<file path="config.mk">
export PLATFORM = sky130hd
export DESIGN_NAME = stree_qry
export DESIGN_NICKNAME = d
export VERILOG_FILES = /design/src/hw/rtl/stree_qry.sv
export SDC_FILE = /design/constraint.sdc
export NUM_CORES = 1
export LEC_CHECK = 0
export BUFFER_PORTS_ARGS = -buffer_cell sky130_fd_sc_hd__buf_4
export CAP_MARGIN = 20
export CORE_MARGIN = 5
export CORE_UTILIZATION = 50
export DETAILED_ROUTE_END_ITERATION = 8
export PLACE_DENSITY = 0.85
export SLEW_MARGIN = 20
export SYNTH_ARGS = -nofsm -noshare
export SYNTH_HDL_FRONTEND = slang
export SYNTH_SLANG_ARGS = --single-unit
</file>
<file path="constraint.sdc">
create_clock -name clk -period 4.8 [get_ports clk]
set_clock_uncertainty 0.15 [all_clocks]
set_input_delay 0.48 -clock clk [delete_from_list [all_inputs] [get_ports clk]]
set_output_delay 0.48 -clock clk [all_outputs]
set_load 0.02 [all_outputs]
</file>
<file path="src/hw/rtl/stree_qry.sv">
`default_nettype none

// bottom-up range walk: reads both bound nodes each level, merges them in the
// following cycle while the next level's reads are already out
module stree_qry #(
    parameter int LEAVES      = 1024,
    parameter int VALUE_WIDTH = 16,
    parameter int AW          = $clog2(LEAVES) + 1,
    parameter int NW          = AW + 1
) (
    input  wire logic                   clk,
    input  wire logic                   rst_n,
    input  wire logic                   start,
    input  wire logic [NW-1:0]          left_init,
    input  wire logic [NW-1:0]          right_init,
    input  wire logic [VALUE_WIDTH-1:0] rd_data_a,
    input  wire logic [VALUE_WIDTH-1:0] rd_data_b,
    input  wire logic                   slot_free,
    output logic                        busy,
    output logic                        done,
    output logic      [VALUE_WIDTH-1:0] best,
    output logic      [AW-1:0]          rd_addr_a,
    output logic      [AW-1:0]          rd_addr_b
);

    logic                   busy_reg, busy_next;
    logic                   pend_reg, pend_next;
    logic                   take_l_reg, take_l_next;
    logic                   take_r_reg, take_r_next;
    logic [NW-1:0]          left_reg, left_next;
    logic [NW-1:0]          right_reg, right_next;
    logic [VALUE_WIDTH-1:0] best_reg, best_next;
    logic [VALUE_WIDTH-1:0] cand_a, cand_b, merge_a;
    logic                   walk;

    always_comb
    begin
        cand_a  = (pend_reg && take_l_reg) ? rd_data_a : '0;
        cand_b  = (pend_reg && take_r_reg) ? rd_data_b : '0;
        merge_a = (cand_a > best_reg) ? cand_a : best_reg;
        best    = (cand_b > merge_a) ? cand_b : merge_a;

        walk      = busy_reg && (left_reg <= right_reg);
        done      = busy_reg && !walk && slot_free;
        busy      = busy_reg;
        rd_addr_a = AW'(left_reg);
        rd_addr_b = AW'(right_reg);

        busy_next   = busy_reg;
        pend_next   = pend_reg;
        take_l_next = take_l_reg;
        take_r_next = take_r_reg;
        left_next   = left_reg;
        right_next  = right_reg;
        best_next   = best_reg;
        if (start)
        begin
            busy_next  = 1'b1;
            pend_next  = 1'b0;
            left_next  = left_init;
            right_next = right_init;
            best_next  = '0;
        end
        else if (busy_reg)
        begin
            best_next = best;
            if (walk)
            begin
                // left odd: take it and step right; right even: take it and step left
                pend_next   = 1'b1;
                take_l_next = left_reg[0];
                take_r_next = !right_reg[0];
                left_next   = (left_reg + NW'(left_reg[0])) >> 1;
                right_next  = (right_reg - NW'(!right_reg[0])) >> 1;
            end
            else
            begin
                pend_next = 1'b0;
                if (slot_free)
                begin
                    busy_next = 1'b0;
                end
            end
        end
    end

    always_ff @(posedge clk or negedge rst_n)
    begin
        if (!rst_n)
        begin
            busy_reg <= 1'b0;
        end
        else
        begin
            busy_reg <= busy_next;
        end
    end

    always_ff @(posedge clk)
    begin
        pend_reg   <= pend_next;
        take_l_reg <= take_l_next;
        take_r_reg <= take_r_next;
        left_reg   <= left_next;
        right_reg  <= right_next;
        best_reg   <= best_next;
    end

endmodule

`default_nettype wire
</file>
==> out/results.txt, run 1 <==
Status - finished, violations left
Failing checks - setup timing
Async S/R FF share, synth - 2.27%
DR vias - 4774
Leading cell type by number of instances after synthesis - nand2_1
Vias/cell - 6.27
Cell mode on critical path - buf_6
ANT cells - 0
Top Ports - 100
Initial DRC Count - 462
Finished layout cell area - 0.00628 mm²
CTS buffer count - 5
#FFs+latches synth - 44
Relative slew slack - 43.7%
FMAX - 192 MHz
Gate Count Post-Synth - 517
Multi-input logic area - 0.00326 mm²
Drt first pass iters - 5
Synth warnings - 0
Routed len/inst - 20.4 µm
Largest register FFs - 16
CP max FO - 8
Synthesis-to-finish area growth - 48.0%
Max-cap violations - 0
EDFF count, synth - 26
Largest delay share family, worst path - simple AND/OR/NAND/NOR gates
Worst Setup Path Type - flip-flop to output pin
Final Hold Vio Count - 0
Vias in the first global route - 4767
Area contributors post-synth - edfxtp_1, ha_1, dfxtp_1
Worst-path clk slew - 0.09 ns
Tmin final - 5.21 ns
First-pass GRT wire length - 23500 µm
R2R Setup Slk - 0.13 ns
Core Box Area - 0.00826 mm²
Cell Area, Synth - 0.00425 mm²
Post-route setup slack - -0.413 ns
Syn nets - 622
Initial antenna violation count - 0
Tot GR Track Use - 28.6%
Reg2Reg Depth - 18
Worst Hold End - busy
Antenna Nets Post-Route - 0
Clock Sinks - 44
Die area - 0.0104 mm²
Place WS - -0.0913 ns
Placed cell area - 0.00545 mm²
RSZ-0062 raised after global routing - yes
Critical Path RT - 4.17 ns
CP max-delay cell - edfxtp_1
Fin. max-slew vios - 0
Ys flop type - edfxtp_1
Critical path buffer and inverter count - 5
Die Ht - 102 µm
Fin Hold WS - 0.221 ns
Worst hold start - slot_free
CTS tree - built
Critical path startpoint category - flip-flop
Post-synth top area cell - edfxtp_1
Post-synth top area share - 18.4%
Global route overflow - 0
R2R Path End - best_reg[11]
Largest net degree at the start of global routing - 50
Num rows - 33
Detail Placement HPWL - 10300 µm
Max Buffers Root-to-Sink - 2
Fill count - 508
Nets - 761
Die X - 102 µm
CP max stage delay - 0.43 ns
Syn Area/Cell - 8.21 µm²
DR DRC count - 0
Worst slew pin tran - 0.844 ns
GP Congestion - 0.915
Post-Route Utilization - 76.1%
Endpoints failing setup - 16
Crit end category - output pin
CTS H-tree depth - 2
Root buffer cell - clkbuf_8
Critical path cell sequence - buf_6, and3_1, ha_4, nand4_1, buf_4, nor3_2, nand2_1, nand2_2, buf_6, o221ai_1, ha_1, nand4_1, nor2_2, o21a_1, a2111oi_4, nor2_2, buf_6, mux2i_2, buf_4
Hold WC Path Type - primary input to flip-flop
Sequential area share after synthesis - 27.0%
Worst Hold Depth - 2
Final period utilization - 109%
PortBufs - 99
Latest clock arrival within the worst-skew pair - 0.31 ns
Crit Reg-Reg Startpoint - take_l_reg
Initial Util - 51.4%
Routed WL - 15500 µm
Proportion of layout cells with a drive suffix above 1 - 42.3%
Count of different cell masters after synthesis - 49
Storage element area - 0.00115 mm²
Critical path arrival - 4.58 ns
Top post-synthesis cells by count - nand2_1, inv_1, ha_1, o21ai_0, nor2_1
-- layer usage --
metal / vias to the layer above / part of all wire, % / track usage [%]
met5: - / 0 / 0
met2: 314 / 49 / 49.4
met1: 2269 / 39 / 34.2
li1: 2138 / - / -
met4: 0 / 3.7 / 12.6
met3: 53 / 8.2 / 5.94
-- worst max-delay path by stage --
stage                        startpoint      end  slack, ns  depth (start not counted)
final                        take_l_reg  best[1]      -0.41                         19
after global routing         take_l_reg  best[1]      -0.53                         18
after CTS                    take_l_reg  best[0]      -0.13                         17
after detailed placement       pend_reg  best[3]      -0.09                         16
after global placement    rd_data_a[14]  best[3]       0.01                         17
after floorplan              take_l_reg  best[3]       0.05                         18
-- timing repair --
action / 4_1_cts / 5_1_grt
setup buffers: 9 / 6
setup endpoints to repair: 16 / 16
hold buffers: 1 / 0
cloned: 0 / 2
endpoints found under the hold margin: 1 / 0
gates resized for setup: 73 / 38
pin swaps: 25 / 15
-- logic make-up after synthesis --
| family | share of synthesized area (%) |
|---|---|
| AO/OA/AOI/OAI | 25.0 |
| XOR/XNOR | 4.13 |
| AND/OR/NAND/NOR | 18.6 |
| flip-flops | 27.0 |
| multiplexers | 0.973 |
| buffers and inverters | 11.1 |
| adder cells (fa/ha/maj) | 13.3 |
-- cell type report --
class	count	share of cell area, %
Timing Repair Buffer	178	23.0
Sequential cell	44	18.3
Clock buffer	5	1.09
Tap cell	105	2.09
Inverter	50	2.99
Clock inverter	3	0.677
Multi-Input combinational cell	377	51.9
-- cell usage in the layout, fill, tap and decap left out, types with 6 or more instances in the layout --
master and instances:
inv_1 50, and3_1 13, ha_4 12, o221ai_1 13, edfxtp_1 26, ha_1 33, buf_6 29, a21oi_2 6
dfxtp_1 16, nor2_1 28, o221ai_4 6, nand2_1 67, o221ai_2 12, o21ai_4 11, o21ai_0 30, nand3_1 8
nand3_2 10, nand4_1 10, and3_4 7, o21ai_1 9, buf_4 147, a211oi_1 15, xnor2_1 16, a21o_1 8
-- stage by stage --
step / TNS (ns) / instances
after floorplan: 0 / 517
after global placement: 0 / 736
after detailed placement: -1.01 / 736
after CTS: -1.47 / 754
after global routing: -6.60 / 762
final: -5.46 / 762
Power of run 1 is left out: the tool's default activity adds up to more than one toggle a clock period on the data nets, which glitch-free logic cannot reach.
==> run 2, diff against run 1 <==
Settings changed: ABC_AREA set to 1.
==> out/results.txt, run 2 <==
Proportion of layout cells with a drive suffix above 1 - 39.0% (-3.3 points)
Top post-synthesis cells by count - nand2_1, inv_1, nor2_1
DR DRC count - 0 (unchanged)
Antenna Nets Post-Route - 0 (unchanged)
Crit end category - output pin
Post-route setup slack - -0.664 ns (-0.251 ns)
PortBufs - 99 (unchanged)
Final period utilization - 114% (+5.2 points)
Cell Area, Synth - 0.00427 mm² (+0.47%)
Endpoints failing setup - 19 (+3)
Tmin final - 5.46 ns (+0.251 ns)
Clock Sinks - 44 (unchanged)
Global route overflow - 0 (unchanged)
Routed WL - 16400 µm (+5.5%)
Initial Util - 51.7% (+0.24 points)
Die Ht - 102 µm (+0.21%)
Area contributors post-synth - edfxtp_1, ha_1, nand2_1
#FFs+latches synth - 44 (unchanged)
Initial antenna violation count - 0 (unchanged)
Status - finished, violations left
First-pass GRT wire length - 18700 µm (-21%)
Post-synth top area share - 18.3% (-0.086 points)
Final Hold Vio Count - 0 (unchanged)
Crit Reg-Reg Startpoint - take_l_reg
Latest clock arrival within the worst-skew pair - 0.30 ns (about the same)
Ys flop type - edfxtp_1
Drt first pass iters - 5 (unchanged)
Syn Area/Cell - 6.99 µm² (-15%)
Failing checks - setup timing
Critical path arrival - 4.83 ns (+0.25 ns)
Post-synth top area cell - edfxtp_1
Root buffer cell - clkbuf_8
Hold WC Path Type - primary input to flip-flop
Worst Setup Path Type - flip-flop to output pin
Leading cell type in the layout, fill and taps excluded - buf_4
Synth warnings - 0 (unchanged)
Placed cell area - 0.00490 mm² (-10%)
Post-Route Utilization - 73.4% (-2.7 points)
Largest register FFs - 16 (unchanged)
Place WS - 0.0989 ns (+0.190 ns)
Count of different cell masters after synthesis - 35 (-29%)
CTS H-tree depth - 2 (unchanged)
Worst-path clk slew - 0.10 ns (about the same)
Tot GR Track Use - 22.1% (-6.4 points)
Finished layout cell area - 0.00606 mm² (-3.6%)
Syn nets - 715 (+15%)
ANT cells - 0 (unchanged)
GP Congestion - 0.907 (-0.92%)
CTS tree - built
Vias/cell - 5.92 (-5.6%)
CTS buffer count - 5 (unchanged)
Worst slew pin tran - 1.03 ns (+0.191 ns)
Core Box Area - 0.00826 mm² (unchanged)
Fill count - 563 (+11%)
Sequential area share after synthesis - 26.9% (-0.13 points)
CP max FO - 8 (unchanged)
Async S/R FF share, synth - 2.27% (unchanged)
Vias in the first global route - 4169 (-13%)
Gate Count Post-Synth - 610 (+18%)
Largest net degree at the start of global routing - 43 (-14%)
Initial DRC Count - 452 (-2.2%)
R2R Setup Slk - -0.05 ns (-0.18 ns)
Die area - 0.0105 mm² (+0.42%)
Worst hold start - slot_free
Max-cap violations - 0 (unchanged)
EDFF count, synth - 26 (unchanged)
Nets - 820 (+7.8%)
Most frequent cells in the layout - buf_4, nand2_1, inv_1, nor2_1, nand2_2
RSZ-0062 raised after global routing - yes
Synthesis-to-finish area growth - 42.1%
FMAX - 183 MHz (-4.6%)
Top Ports - 100 (unchanged)
Routed len/inst - 19.9 µm (-2.1%)
Max Buffers Root-to-Sink - 2 (unchanged)
Critical Path RT - 4.17 ns (about the same)
DR vias - 4858 (+1.8%)
Leading cell type by number of instances after synthesis - nand2_1
Critical path startpoint category - flip-flop
Num rows - 33 (unchanged)
Relative slew slack - 31.0% (-13 points)
Die X - 102 µm (+0.21%)
Fin. max-slew vios - 0 (unchanged)
Critical Path Start - take_l_reg
Detail Placement HPWL - 8940 µm (-13%)
Setup_tns - -9.69 ns (-4.23 ns)
## run 2: cell count changes in the layout (fill, tap and decap cells not counted), moves of 15 or more
cell and change:
nand2_1 +32, nand2_4 +16, nand3_2 +17, buf_4 -41, a211oi_1 -15, inv_1 +45, nand3_1 +22, nor2_1 +21
xnor2_1 -16, nand2_2 +40, a21oi_1 +32
## run 2: layer usage
metal,part of all wire [%],up-vias,GRT usage [%]
met5,0,-,0
met4,6.7,0,5.55
met3,9.6,111,3.75
met2,48,363,40.4
met1,35,2217,26.9
li1,-,2167,-
## run 2: stage by stage
| stage | hold slack, ns | cells |
|---|---|---|
| 2_1_floorplan | 0.0344 | 610 |
| 4_1_cts | 0.224 | 792 |
| 3_5_place_dp | 0.106 | 778 |
| 3_3_place_gp | 0.106 | 778 |
| 6_report | 0.219 | 821 |
| 5_1_grt | 0.203 | 821 |
## run 2: final cells by class
type / count / area (µm²) / area share, %
clock buffer: 6 / 72.6 / 1.20
clock inverter: 2 / 11.3 / 0.186
inverter: 103 / 390 / 6.44
sequential: 44 / 1150 / 18.9
timing repair buffer: 136 / 1200 / 19.8
tap: 105 / 131 / 2.17
timing repair inverter: 1 / 7.51 / 0.124
multi-input combinational: 424 / 3100 / 51.1
## run 2: critical path, cell delays in order, from the launching register on
cell        delay [ns]
edfxtp_1          0.45
nand2_2           0.16
clkinvlp_4        0.30
nand2_2           0.21
inv_2             0.07
ha_4              0.26
nand4_1           0.15
nor2_2            0.22
and3_4            0.22
buf_4             0.11
nand4_2           0.17
nand3_1           0.26
nand2_1           0.10
ha_1              0.29
nand2_1           0.12
nor3_4            0.38
nand3_2           0.30
nand2_4           0.19
buf_12            0.15
nand3_2           0.15
nand2_2           0.12
buf_6             0.12
## run 2: path summary, 6_finish.rpt
kind / endpoint / depth (start not counted)
setup / recovery: best[14] / 21
hold / removal: busy / 2
setup reg to reg: best_reg[13] / 24
hold reg to reg: pend_reg / 4
max in group asynchronous: busy / 2
min in group asynchronous: busy / 2
## run 2: kinds of logic after synthesis
group	share of synthesized area, %
buf+inv	15.3
simple gates	34.5
compound gates	9.09
xor+xnor	1.03
flops	26.9
fa+ha+maj	13.2
## run 2: what timing repair did
| action | in CTS | in global routing |
|---|---|---|
| buffers inserted | 3 | 28 |
| hold endpoints to repair | 1 | 0 |
| hold buffers | 1 | 0 |
| pin swaps | 1 | 50 |
| gates cloned | 2 | 1 |
| gates resized for setup | 9 | 148 |
| endpoints found under the setup margin | 16 | 16 |
Power of run 2 is left out for the same reason.
