===== config.mk =====
export PLATFORM = sky130hd
export DESIGN_NAME = stree_upd
export DESIGN_NICKNAME = d
export VERILOG_FILES = /design/src/hw/rtl/stree_upd.sv
export SDC_FILE = /design/constraint.sdc
export NUM_CORES = 1
export LEC_CHECK = 0
export BUFFER_PORTS_ARGS = -buffer_cell sky130_fd_sc_hd__buf_2
export CORE_AREA = 3 3 88 56
export CTS_CLUSTER_SIZE = 10
export DETAILED_ROUTE_END_ITERATION = 8
export DIE_AREA = 0 0 91 59
export PLACE_DENSITY = 0.93
export SLEW_MARGIN = 20
export SYNTH_ARGS = -nofsm -noshare
export SYNTH_HDL_FRONTEND = slang
export SYNTH_SLANG_ARGS = --single-unit

===== constraint.sdc =====
create_clock -name clk -period 5.95 [get_ports clk]
set_input_delay 0 -clock clk [delete_from_list [all_inputs] [get_ports clk]]
set_output_delay 0 -clock clk [all_outputs]
set_load 0.1 [all_outputs]

===== src/hw/rtl/stree_upd.sv =====
`default_nettype none

// leaf-to-root walk: each cycle writes one node and reads the sibling
// whose value the parent needs in the next cycle
module stree_upd #(
    parameter int LEAVES      = 1024,
    parameter int VALUE_WIDTH = 16,
    parameter int AW          = $clog2(LEAVES) + 1
) (
    input  wire logic                   clk,
    input  wire logic                   rst_n,
    input  wire logic                   start,
    input  wire logic [AW-1:0]          leaf_node,
    input  wire logic [VALUE_WIDTH-1:0] value,
    input  wire logic [VALUE_WIDTH-1:0] rd_data,
    output logic                        busy,
    output logic                        done,
    output logic                        wr_en,
    output logic      [AW-1:0]          wr_addr,
    output logic      [VALUE_WIDTH-1:0] wr_data,
    output logic      [AW-1:0]          rd_addr
);

    logic                   busy_reg, busy_next;
    logic                   first_reg, first_next;
    logic [AW-1:0]          node_reg, node_next;
    logic [VALUE_WIDTH-1:0] val_reg, val_next;

    always_comb
    begin
        // parent value is the larger of the running value and the sibling
        if (first_reg || (val_reg >= rd_data))
        begin
            wr_data = val_reg;
        end
        else
        begin
            wr_data = rd_data;
        end
        wr_en   = busy_reg;
        wr_addr = node_reg;
        rd_addr = node_reg ^ AW'(1);
        busy    = busy_reg;
        done    = busy_reg && (node_reg == AW'(1));

        busy_next  = busy_reg;
        first_next = first_reg;
        node_next  = node_reg;
        val_next   = val_reg;
        if (start)
        begin
            busy_next  = 1'b1;
            first_next = 1'b1;
            node_next  = leaf_node;
            val_next   = value;
        end
        else if (busy_reg)
        begin
            if (done)
            begin
                busy_next = 1'b0;
            end
            first_next = 1'b0;
            node_next  = node_reg >> 1;
            val_next   = wr_data;
        end
    end

    always_ff @(posedge clk or negedge rst_n)
    begin
        if (!rst_n)
        begin
            busy_reg <= 1'b0;
        end
        else
        begin
            busy_reg <= busy_next;
        end
    end

    always_ff @(posedge clk)
    begin
        first_reg <= first_next;
        node_reg  <= node_next;
        val_reg   <= val_next;
    end

endmodule

`default_nettype wire


==> results of run 1 <==
==> layout by cell type (no fill, tap or decap) <==
| cell type | synthesis | layout |
|---|---|---|
| a211o_1 | 1 | 1 |
| a21o_1 | 3 | 3 |
| a21oi_1 | 3 | 3 |
| a221oi_4 | 1 | 1 |
| a311o_1 | 1 | 1 |
| a31oi_1 | 1 | 1 |
| a41o_1 | 1 | 1 |
| and2_1 | 2 | 2 |
| buf_2 | 1 | 86 |
| buf_4 | 11 | 2 |
| clkbuf_1 | 9 | 1 |
| clkbuf_8 | 0 | 5 |
| clkinv_2 | 0 | 2 |
| dfrtp_1 | 1 | 1 |
| dfxtp_1 | 1 | 1 |
| dlygate4sd3_1 | 0 | 2 |
| edfxtp_1 | 27 | 27 |
| ha_1 | 16 | 16 |
| inv_1 | 21 | 21 |
| mux2_1 | 1 | 1 |
| mux2_2 | 10 | 10 |
| mux2_4 | 15 | 15 |
| nand2_1 | 20 | 19 |
| nand2_2 | 0 | 1 |
| nand4_1 | 4 | 4 |
| nor2_1 | 2 | 2 |
| nor3_1 | 2 | 2 |
| nor4_1 | 3 | 3 |
| o21a_1 | 1 | 1 |
| o21ai_0 | 2 | 2 |
| o21ai_1 | 1 | 1 |
| o311ai_0 | 15 | 15 |
| o311ai_1 | 15 | 15 |
| or3_1 | 2 | 2 |
==> area by class of cell <==
type	instances	area [sq um]	area share [%]
tap	60	75.1	2.83
multi-input combinational	122	1100	41.3
timing repair buffer	90	465	17.5
inverter	21	78.8	2.97
clock buffer	6	72.6	2.73
clock inverter	2	10.0	0.377
sequential	29	856	32.2
==> how the worst max path moves through the flow <==
stage	endpoint	slack, ns	startpoint	depth (start not counted)
6_report	wr_data[10]	2.03	val_reg[13]	8
5_1_grt	wr_data[10]	1.87	val_reg[13]	8
4_1_cts	wr_data[10]	2.05	val_reg[13]	8
3_5_place_dp	wr_data[10]	2.38	val_reg[15]	8
3_3_place_gp	wr_data[11]	2.46	val_reg[13]	8
2_1_floorplan	done	3.33	wr_addr[8]	3
==> routing by layer <==
metal / GRT usage, % / vias up / routed length, microns
met5: 0 / - / 0
met4: 5.36 / 0 / 53
met3: 5.33 / 7 / 397
met2: 32.8 / 85 / 2560
met1: 27.2 / 880 / 2590
li1: - / 904 / -
==> cells by family after synthesis <==
logic type / after synthesis
compound gates: 45
fa+ha+maj: 16
mux: 26
buf+inv: 45
simple gates: 35
flops: 29
==> worst max-delay path, delay by kind of cell, from the launching register on <==
family	cells	cell delay, ns
muxes	1	0.33
and+or+nand+nor	3	1.30
DFF	1	0.43
adders and majority gates	1	0.34
AOI/OAI and AO/OA	1	0.56
buffers and inverters	2	0.69
==> per-stage QoR <==
| step | area, sq um | total power (W) | std cells | setup slack, ns | util, % |
|---|---|---|---|---|---|
| 5_1_grt | 2660 | 0.000911 | 330 | 1.87 | 64.1 |
| 3_3_place_gp | 2550 | 0.000712 | 320 | 2.46 | 61.5 |
| 2_1_floorplan | 2200 | 0.000667 | 196 | 3.33 | - |
| 3_5_place_dp | 2550 | 0.000721 | 320 | 2.38 | 61.5 |
| 6_report | 2660 | 0.000879 | 330 | 2.03 | 64.1 |
| 4_1_cts | 2650 | 0.000880 | 330 | 2.05 | 64.0 |
==> power by group through the flow <==
stage | Sequential (W) | Combinational (W) | Clock (W)
5_1_grt | 0.000276 | 0.000465 | 0.000169
6_report | 0.000273 | 0.000447 | 0.000158
2_1_floorplan | 0.000323 | 0.000343 | 0
3_5_place_dp | 0.000276 | 0.000444 | 0
3_3_place_gp | 0.000275 | 0.000437 | 0
4_1_cts | 0.000273 | 0.000448 | 0.000160
==> synthesized netlist by cell type, drive strengths merged <==
cell / number
inv: 21
a311o: 1
a21oi: 3
buf: 15
a41o: 1
nor4: 3
a221oi: 1
a211o: 1
a31oi: 1
ha: 16
nand2: 20
clkbuf: 9
nand4: 4
edfxtp: 27
and2: 2
nor3: 2
or3: 2
mux2: 26
a21o: 3
o311ai: 30
dfxtp: 1
nor2: 2
o21ai: 3
o21a: 1
dfrtp: 1
==> what timing repair did <==
item	in CTS	in global routing
endpoints found under the setup margin	0	0
hold buffers	2	0
hold endpoints to repair	2	0
==> impl_metrics.ini, run 1 <==
[setup_path]
reg2reg_to = val_reg[6]
cp-start-kind = flip-flop
arrival_ns = 3.92
cpPeakStageDelay_ns = 0.72
crit_top_cell = or3_1
cp-end-kind = primary output
cp_cell_sequence = ha_1 -> nand4_1 -> or3_1 -> a221oi_4 -> or3_1 -> buf_4 -> mux2_4 -> buf_2
critPathMaxFanout = 17
ff2ff_setup_slack_ns = 2.50
critical_path_class = flip-flop to primary output
crit_slowest_cell = or3_1
worst_ep_required_time_ns = 5.95
reg2reg_depth = 7
r2r-start = val_reg[13]

[floorplan]
design.die.area_sq_mm = 0.00537
core_sq_mm = 0.00414
die_h_microns = 59
pin_count = 87
rows = 18
start_util_pct = 53.0
die_w_microns = 91

[pwr]
power.switching_w = 0.000443
p_per_area_mw_per_mm2 = 331
p_leak_nw = 1.29
peakVddDrop_uv = 222
p_int_w = 0.000436
comb_power_share_pct = 50.9
clkPwrFrac_pct = 18.0
seq_power_share_pct = 31.1
power.share.switching_pct = 50.4

[sta]
slew_viol_final = 0
setup_viol = 0
finalHoldViolCount = 0
post-route-min-period_ns = 3.92
clock_skew_ns = 0.00604
fin_crit_sh_pct = 65.9
worst_slew_pin_slew_ns = 0.985
max_freq_mhz = 255
max-slew-margin-rel_pct = 33.9
fin_tns_setup_ns = 0
rsz0062_at_grt = false
holdWs_ns = 0.00785

[yosys]
synth_compound_area_share_pct = 17.5
synth_mux_area_share_pct = 15.9
synthesis.area_sq_mm = 0.00220
synth_xor_area_share_pct = 0
synth_top_family_by_area = compound AO/OA/AOI/OAI gates
synth_top_area_cell = edfxtp_1
synth_top_area_share_pct = 36.9
synth.distinct_cells = 33
yosys_warnings = 0
synth_area_leaders = edfxtp_1 37%, mux2_4 10%, ha_1 9.1%
synth_seq_area_share_pct = 39.0
synthAdderAreaFrac_pct = 9.11
synthSimpleGateAreaFrac_pct = 7.35
synth_seq_cells = 29
syn_area_per_cell_sq_um = 11.2
synthCells = 196
syn-num-nets = 258

[worst_hold_path]
hold_path_startpoint = value[5]
whs_endpoint = val_reg[5]
holdPathStages = 3
hp-class = input port to flip-flop

[clocking]
clock_latency_ns = 0.28
numCtsBuffers = 5
clk_pin_slew_ns = 0.06
cts-htree-levels = 2
cts.path.max_buffers = 2
post_cts_resized = 0
post_cts_buffers = 0
cts_tree = built
cts_root_buffer = clkbuf_8
clock_sinks = 29

[final_layout]
syn_to_final_growth_pct = 20.8
nNetsFinal = 331
largest_reg_flops = 16
antennaDiodeCount = 0
drive_above_1_share_pct = 45.2
nFillCells = 379

[status]
status = finished clean

[routing]
wire_per_inst_microns = 17.0
drtIter0Drc = 104
drc_errors = 0
dr_total_vias = 1876
routed_wl_microns = 5610
drtPass1Iterations = 4
postRouteAntennaNets = 0
via_per_inst = 5.68

[placed_design]
dpl.hpwl_microns = 4030
port_buffers = 86
gp_congestion = 0.838

[global_route]
grt_start_max_net_pins = 45
grt-ovfl-total = 0
grt_pass1_vias = 1804
antenna_found_initial = 0
grt_usage_pct = 20.2
grt_pass1_wl_microns = 8600

[flow_run]
maxCapViolCount = 0
Power figures use the tool's default switching activity.
==> run 2, diff against run 1 <==
--- a/config.mk
+++ b/config.mk
@@ -6,11 +6,11 @@
 export NUM_CORES = 1
 export LEC_CHECK = 0
 export BUFFER_PORTS_ARGS = -buffer_cell sky130_fd_sc_hd__buf_2
-export CORE_AREA = 3 3 88 56
+export CORE_AREA = 3 3 96 61
 export CTS_CLUSTER_SIZE = 10
 export DETAILED_ROUTE_END_ITERATION = 8
-export DIE_AREA = 0 0 91 59
-export PLACE_DENSITY = 0.93
+export DIE_AREA = 0 0 99 64
+export PLACE_DENSITY = 0.84
 export SLEW_MARGIN = 20
 export SYNTH_ARGS = -nofsm -noshare
 export SYNTH_HDL_FRONTEND = slang
==> constraint.sdc (replaced) <==
create_clock -name clk -period 3.4 [get_ports clk]
set_input_delay 0 -clock clk [delete_from_list [all_inputs] [get_ports clk]]
set_output_delay 0 -clock clk [all_outputs]
set_load 0.1 [all_outputs]
==> run 2 against run 1 <==
  * Die area grew 18%
  * Worst hold slack gained 0.0018 ns
  * Via count grew 0.16%
  * First-iteration DRC count grew 12%
  * Critical path depth is the same
  * Sequential share of layout area shrank 3.2 points
  * Critical path type unchanged
==> impl_metrics.ini, run 2 (synthesized netlist as in run 1, its figures left out) <==
[status]
status = finished clean

[sta]
max-slew-margin-rel_pct = 44.2
fin_crit_sh_pct = 87.2
max_freq_mhz = 337
setup_viol = 0
clock_skew_ns = 0.00439
worst_slew_pin_slew_ns = 0.837
post-route-min-period_ns = 2.97
rsz0062_at_grt = false
finalHoldViolCount = 0
slew_viol_final = 0
setup_ws_ns = 0.434
fin_tns_setup_ns = 0

[final_layout]
drive_above_1_share_pct = 45.6
final_util_pct = 58.5
nNetsFinal = 335
layout_common_cells = 70 x buf_2, 27 x edfxtp_1, 21 x inv_1, 20 x nand2_1, 17 x buf_12
syn_to_final_growth_pct = 33.9
antennaDiodeCount = 0
largest_reg_flops = 16
final_common_cell = buf_2

[setup_path]
arrival_ns = 2.97
crit_slowest_cell = edfxtp_1
cp_top_family = simple AND/OR/NAND/NOR gates
critical_path_class = flip-flop to primary output
cp-start-kind = flip-flop
worst_ep_required_time_ns = 3.40
cpPeakStageDelay_ns = 0.44
reg2reg_depth = 7
worst-path-buf-inv = 2
cp_cell_sequence = ha_1 -> nand4_1 -> or3_1 -> a221oi_4 -> or3_1 -> buf_12 -> mux2_4 -> buf_12
critPathMaxFanout = 28
ff2ff_setup_slack_ns = 0.74
cp-end-kind = primary output
r2r-start = val_reg[15]
reg2reg_to = val_reg[0]

[global_route]
grt-busiest-layer = met2
grt-ovfl-total = 0
grt_start_max_net_pins = 45
grt_pass1_vias = 1780
antenna_found_initial = 0
grt_pass1_wl_microns = 9030
globalRouteMet1Util_pct = 24.8
grtUsageMet2_pct = 27.3
grt_usage_pct = 17.8
use_met3_pct = 5.56

[clocking]
clk_pin_slew_ns = 0.06
cts_root_buffer = clkbuf_8
cts.path.max_buffers = 2
clock_sinks = 29
clock_latency_ns = 0.28
post_cts_buffers = 0
cts_tree = built
numCtsBuffers = 5
cts-htree-levels = 2

[placed_design]
dp_slack_ns = 0.744
gp_congestion = 0.864
port_buffers = 86
dpl.hpwl_microns = 4220

[worst_hold_path]
holdPathStages = 3
hold_path_startpoint = value[14]
hp-class = input port to flip-flop
whs_endpoint = val_reg[14]

[routing]
drc_errors = 0
postRouteAntennaNets = 0
drtIter0Drc = 116
drtPass1Iterations = 4
via_per_inst = 5.53
routed_wl_microns = 5670
wire_per_inst_microns = 16.7
dr_total_vias = 1879

[floorplan]
pin_count = 87
start_util_pct = 43.7
design.die.area_sq_mm = 0.00634
die_w_microns = 99
core_sq_mm = 0.00503
rows = 20
die_h_microns = 64

[pwr]
p_per_area_mw_per_mm2 = 569
peakVddDrop_uv = 240
p_leak_nw = 1.40

[flow_run]
maxCapViolCount = 0
run 2: changes by cell type in the layout (fill, tap and decap cells not counted), sizes merged:
cell | before | now
buf | 88 | 92
run 2: worst max-delay path by stage:
| stage | startpoint | to | slack [ns] | depth (start not counted) |
|---|---|---|---|---|
| finish | val_reg[15] | wr_data[7] | 0.43 | 8 |
| global route | val_reg[15] | wr_data[11] | 0.30 | 8 |
| CTS | val_reg[15] | wr_data[4] | 0.43 | 8 |
| detailed placement | val_reg[15] | wr_data[4] | 0.74 | 8 |
| global placement | val_reg[15] | wr_data[11] | 0.88 | 8 |
| floorplan | wr_addr[8] | done | 0.78 | 3 |
run 2: area by class of cell:
type	instances	area, sq um
clock buffer	6	72.6
clock inverter	2	10.0
fill	441	2090
inverter	21	78.8
multi-input combinational	122	1090
sequential	29	856
tap	66	82.6
timing repair buffer	94	748
run 2: repair_timing:
action | CTS | global route
endpoints found under the hold margin | 2 | 0
endpoints found under the setup margin | 0 | 0
resized for setup | 0 | 0
hold buffers | 2 | 0
run 2: metal layers:
layer  share of wire (%)  vias to the layer above
li1                    -                      905
met1                  46                      887
met2                  45                       85
met3                 8.7                        2
met4                0.25                        0
met5                   0                        -
run 2: through the flow:
stage | power (W) | instance area, sq um | std cells | hold WS [ns]
global placement | 0.00139 | 2840 | 330 | -0.224
detailed placement | 0.00141 | 2840 | 330 | -0.225
CTS | 0.00169 | 2940 | 340 | 0.00180
floorplan | 0.00117 | 2200 | 196 | -0.296
global route | 0.00174 | 2940 | 340 | 0.00633
finish | 0.00168 | 2940 | 340 | 0.00967
run 2: where the power goes:
part | switching, W | internal [W]
logic | 0.000624 | 0.000301
clock network | 0.000132 | 0.000141
registers | 0.0000369 | 0.000440
total | 0.000793 | 0.000882
run 2: worst reg2reg max path, delay by kind of cell (launching register included):
kind,cells,cell delay (ns)
flops,1,0.44
simple gates,1,0.46
buf+inv,1,0.24
fa+ha+maj,1,0.35
compound gates,4,0.92
==> run 3, diff against run 2 <==
--- a/config.mk
+++ b/config.mk
@@ -6,11 +6,13 @@
 export NUM_CORES = 1
 export LEC_CHECK = 0
 export BUFFER_PORTS_ARGS = -buffer_cell sky130_fd_sc_hd__buf_2
-export CORE_AREA = 3 3 96 61
+export CORE_AREA = 3 3 91 58
 export CTS_CLUSTER_SIZE = 10
 export DETAILED_ROUTE_END_ITERATION = 8
-export DIE_AREA = 0 0 99 64
-export PLACE_DENSITY = 0.84
+export DIE_AREA = 0 0 94 61
+export GPL_ROUTABILITY_DRIVEN = 0
+export MAX_ROUTING_LAYER = met4
+export PLACE_DENSITY = 0.88
 export SLEW_MARGIN = 20
 export SYNTH_ARGS = -nofsm -noshare
 export SYNTH_HDL_FRONTEND = slang
==> constraint.sdc (replaced) <==
create_clock -name clk -period 3.3 [get_ports clk]
set_input_delay 0 -clock clk [delete_from_list [all_inputs] [get_ports clk]]
set_output_delay 0 -clock clk [all_outputs]
set_load 0.1 [all_outputs]
==> run 3 against run 2 <==
  * Global-route usage rose by 3.4 points
  * Routed wire length rose by 2.9%
  * Clock skew barely moved
  * Final cell count did not move
  * Clock power rose by 5%
  * Worst setup slack got worse by 0.29 ns
  * Final area rose by 0.72%
  * Clock-buffer cell count did not move
  * Sequential power rose by 3%
  * Critical path type unchanged
==> impl_metrics.ini, run 3 (synthesized netlist as in run 1, its figures left out) <==
[final_layout]
final_util_pct = 65.6
largest_reg_flops = 16
antennaDiodeCount = 0
layout_common_cells = 70 x buf_2, 27 x edfxtp_1, 21 x inv_1, 20 x nand2_1, 17 x buf_12
final_common_cell = buf_2
syn_to_final_growth_pct = 34.9
drive_above_1_share_pct = 45.8
nNetsFinal = 338

[worst_hold_path]
whs_endpoint = val_reg[13]
holdPathStages = 3
hold_path_startpoint = value[13]
hp-class = input port to flip-flop

[placed_design]
dpl.hpwl_microns = 4270
port_buffers = 86

[sta]
rsz0062_at_grt = false
fin_tns_setup_ns = 0
max-slew-margin-rel_pct = 62.7
setup_viol = 0
clock_skew_ns = 0.00454
worst_slew_pin_slew_ns = 0.560
finalHoldViolCount = 0
max_freq_mhz = 317
fin_crit_sh_pct = 95.7
post-route-min-period_ns = 3.16
slew_viol_final = 0

[setup_path]
cp-start-kind = flip-flop
critical_path_class = flip-flop to primary output
reg2reg_to = val_reg[0]
critPathMaxFanout = 10
reg2reg_depth = 7
arrival_ns = 3.16
ff2ff_setup_slack_ns = 0.49
worst_ep_required_time_ns = 3.30
r2r-start = val_reg[15]
cp-end-kind = primary output

[clocking]
numCtsBuffers = 5
post_cts_resized = 0
clock_latency_ns = 0.29
clk_pin_slew_ns = 0.07
cts.path.max_buffers = 2
cts-htree-levels = 2
clock_sinks = 29
cts_tree = built
cts_root_buffer = clkbuf_8

[global_route]
grt_pass1_wl_microns = 8870
grt_usage_pct = 21.2
grt_start_max_net_pins = 44
grt_pass1_vias = 1763
antenna_found_initial = 0
grt-ovfl-total = 0

[routing]
dr_total_vias = 1924
via_per_inst = 5.66
wire_per_inst_microns = 17.2
postRouteAntennaNets = 0
routed_wl_microns = 5840
drtIter0Drc = 180
drtPass1Iterations = 4
drc_errors = 0

[floorplan]
start_util_pct = 48.6
die_h_microns = 61
die_w_microns = 94
core_sq_mm = 0.00452
rows = 19
pin_count = 87
design.die.area_sq_mm = 0.00573

[pwr]
p_leak_nw = 1.41
p_per_area_mw_per_mm2 = 587
peakVddDrop_uv = 310

[status]
status = finished clean

[flow_run]
maxCapViolCount = 0
-- run 3: changes by cell type in the layout (fill, tap and decap cells not counted) --
cell,delta
dlygate4sd3_1,+1
buf_4,+2
-- run 3: report_power, final --
part           switching (W)  internal [W]
combinational       0.000648      0.000314
clock               0.000141      0.000146
sequential         0.0000385      0.000454
total               0.000828      0.000913
-- run 3: worst max-delay path: stages, from the launching register on --
cell      delay (ns)
edfxtp_1        0.45
ha_1            0.36
nand4_1         0.14
or3_1           0.43
a221oi_4        0.20
or3_1           0.50
buf_4           0.28
mux2_4          0.33
buf_12          0.17
-- run 3: area by class of cell --
cell class	instances	area [sq um]
Clock buffer	6	72.6
Clock inverter	2	10.0
Fill cell	357	1550
Inverter	21	78.8
Multi-Input combinational cell	122	1090
Sequential cell	29	856
Tap cell	63	78.8
Timing Repair Buffer	97	773
-- run 3: stage by stage --
stage | setup WS (ns) | hold slack, ns | cells | total power [W] | cell area, sq um
global route | 0.0209 | 0.0114 | 340 | 0.00181 | 2960
detailed placement | 0.483 | -0.220 | 329 | 0.00145 | 2850
global placement | 0.632 | -0.222 | 329 | 0.00143 | 2850
CTS | 0.179 | 0.000696 | 340 | 0.00174 | 2960
floorplan | 0.681 | -0.296 | 196 | 0.00120 | 2200
finish | 0.142 | 0.000294 | 340 | 0.00174 | 2960
-- run 3: routing by layer --
layer / wire length, microns / global-route usage (%) / up-vias
li1: - / - / 907
met1: 2590 / 29.0 / 917
met2: 2710 / 31.0 / 89
met3: 454 / 5.33 / 11
met4: 89 / 6.58 / 0
met5: 0 / - / -
-- run 3: timing repair --
item | 4_1_cts | 5_1_grt
hold endpoints to repair | 3 | 0
setup buffers | 0 | 0
hold buffers | 3 | 0
-- run 3: worst max path at each step --
stage	cells after the start	startpoint	slack [ns]	end
3_3_place_gp	8	val_reg[15]	0.63	wr_data[0]
4_1_cts	8	val_reg[15]	0.18	wr_data[2]
3_5_place_dp	8	val_reg[15]	0.48	wr_data[2]
5_1_grt	8	val_reg[15]	0.02	wr_data[0]
6_report	8	val_reg[15]	0.14	wr_data[2]
2_1_floorplan	3	wr_addr[8]	0.68	done
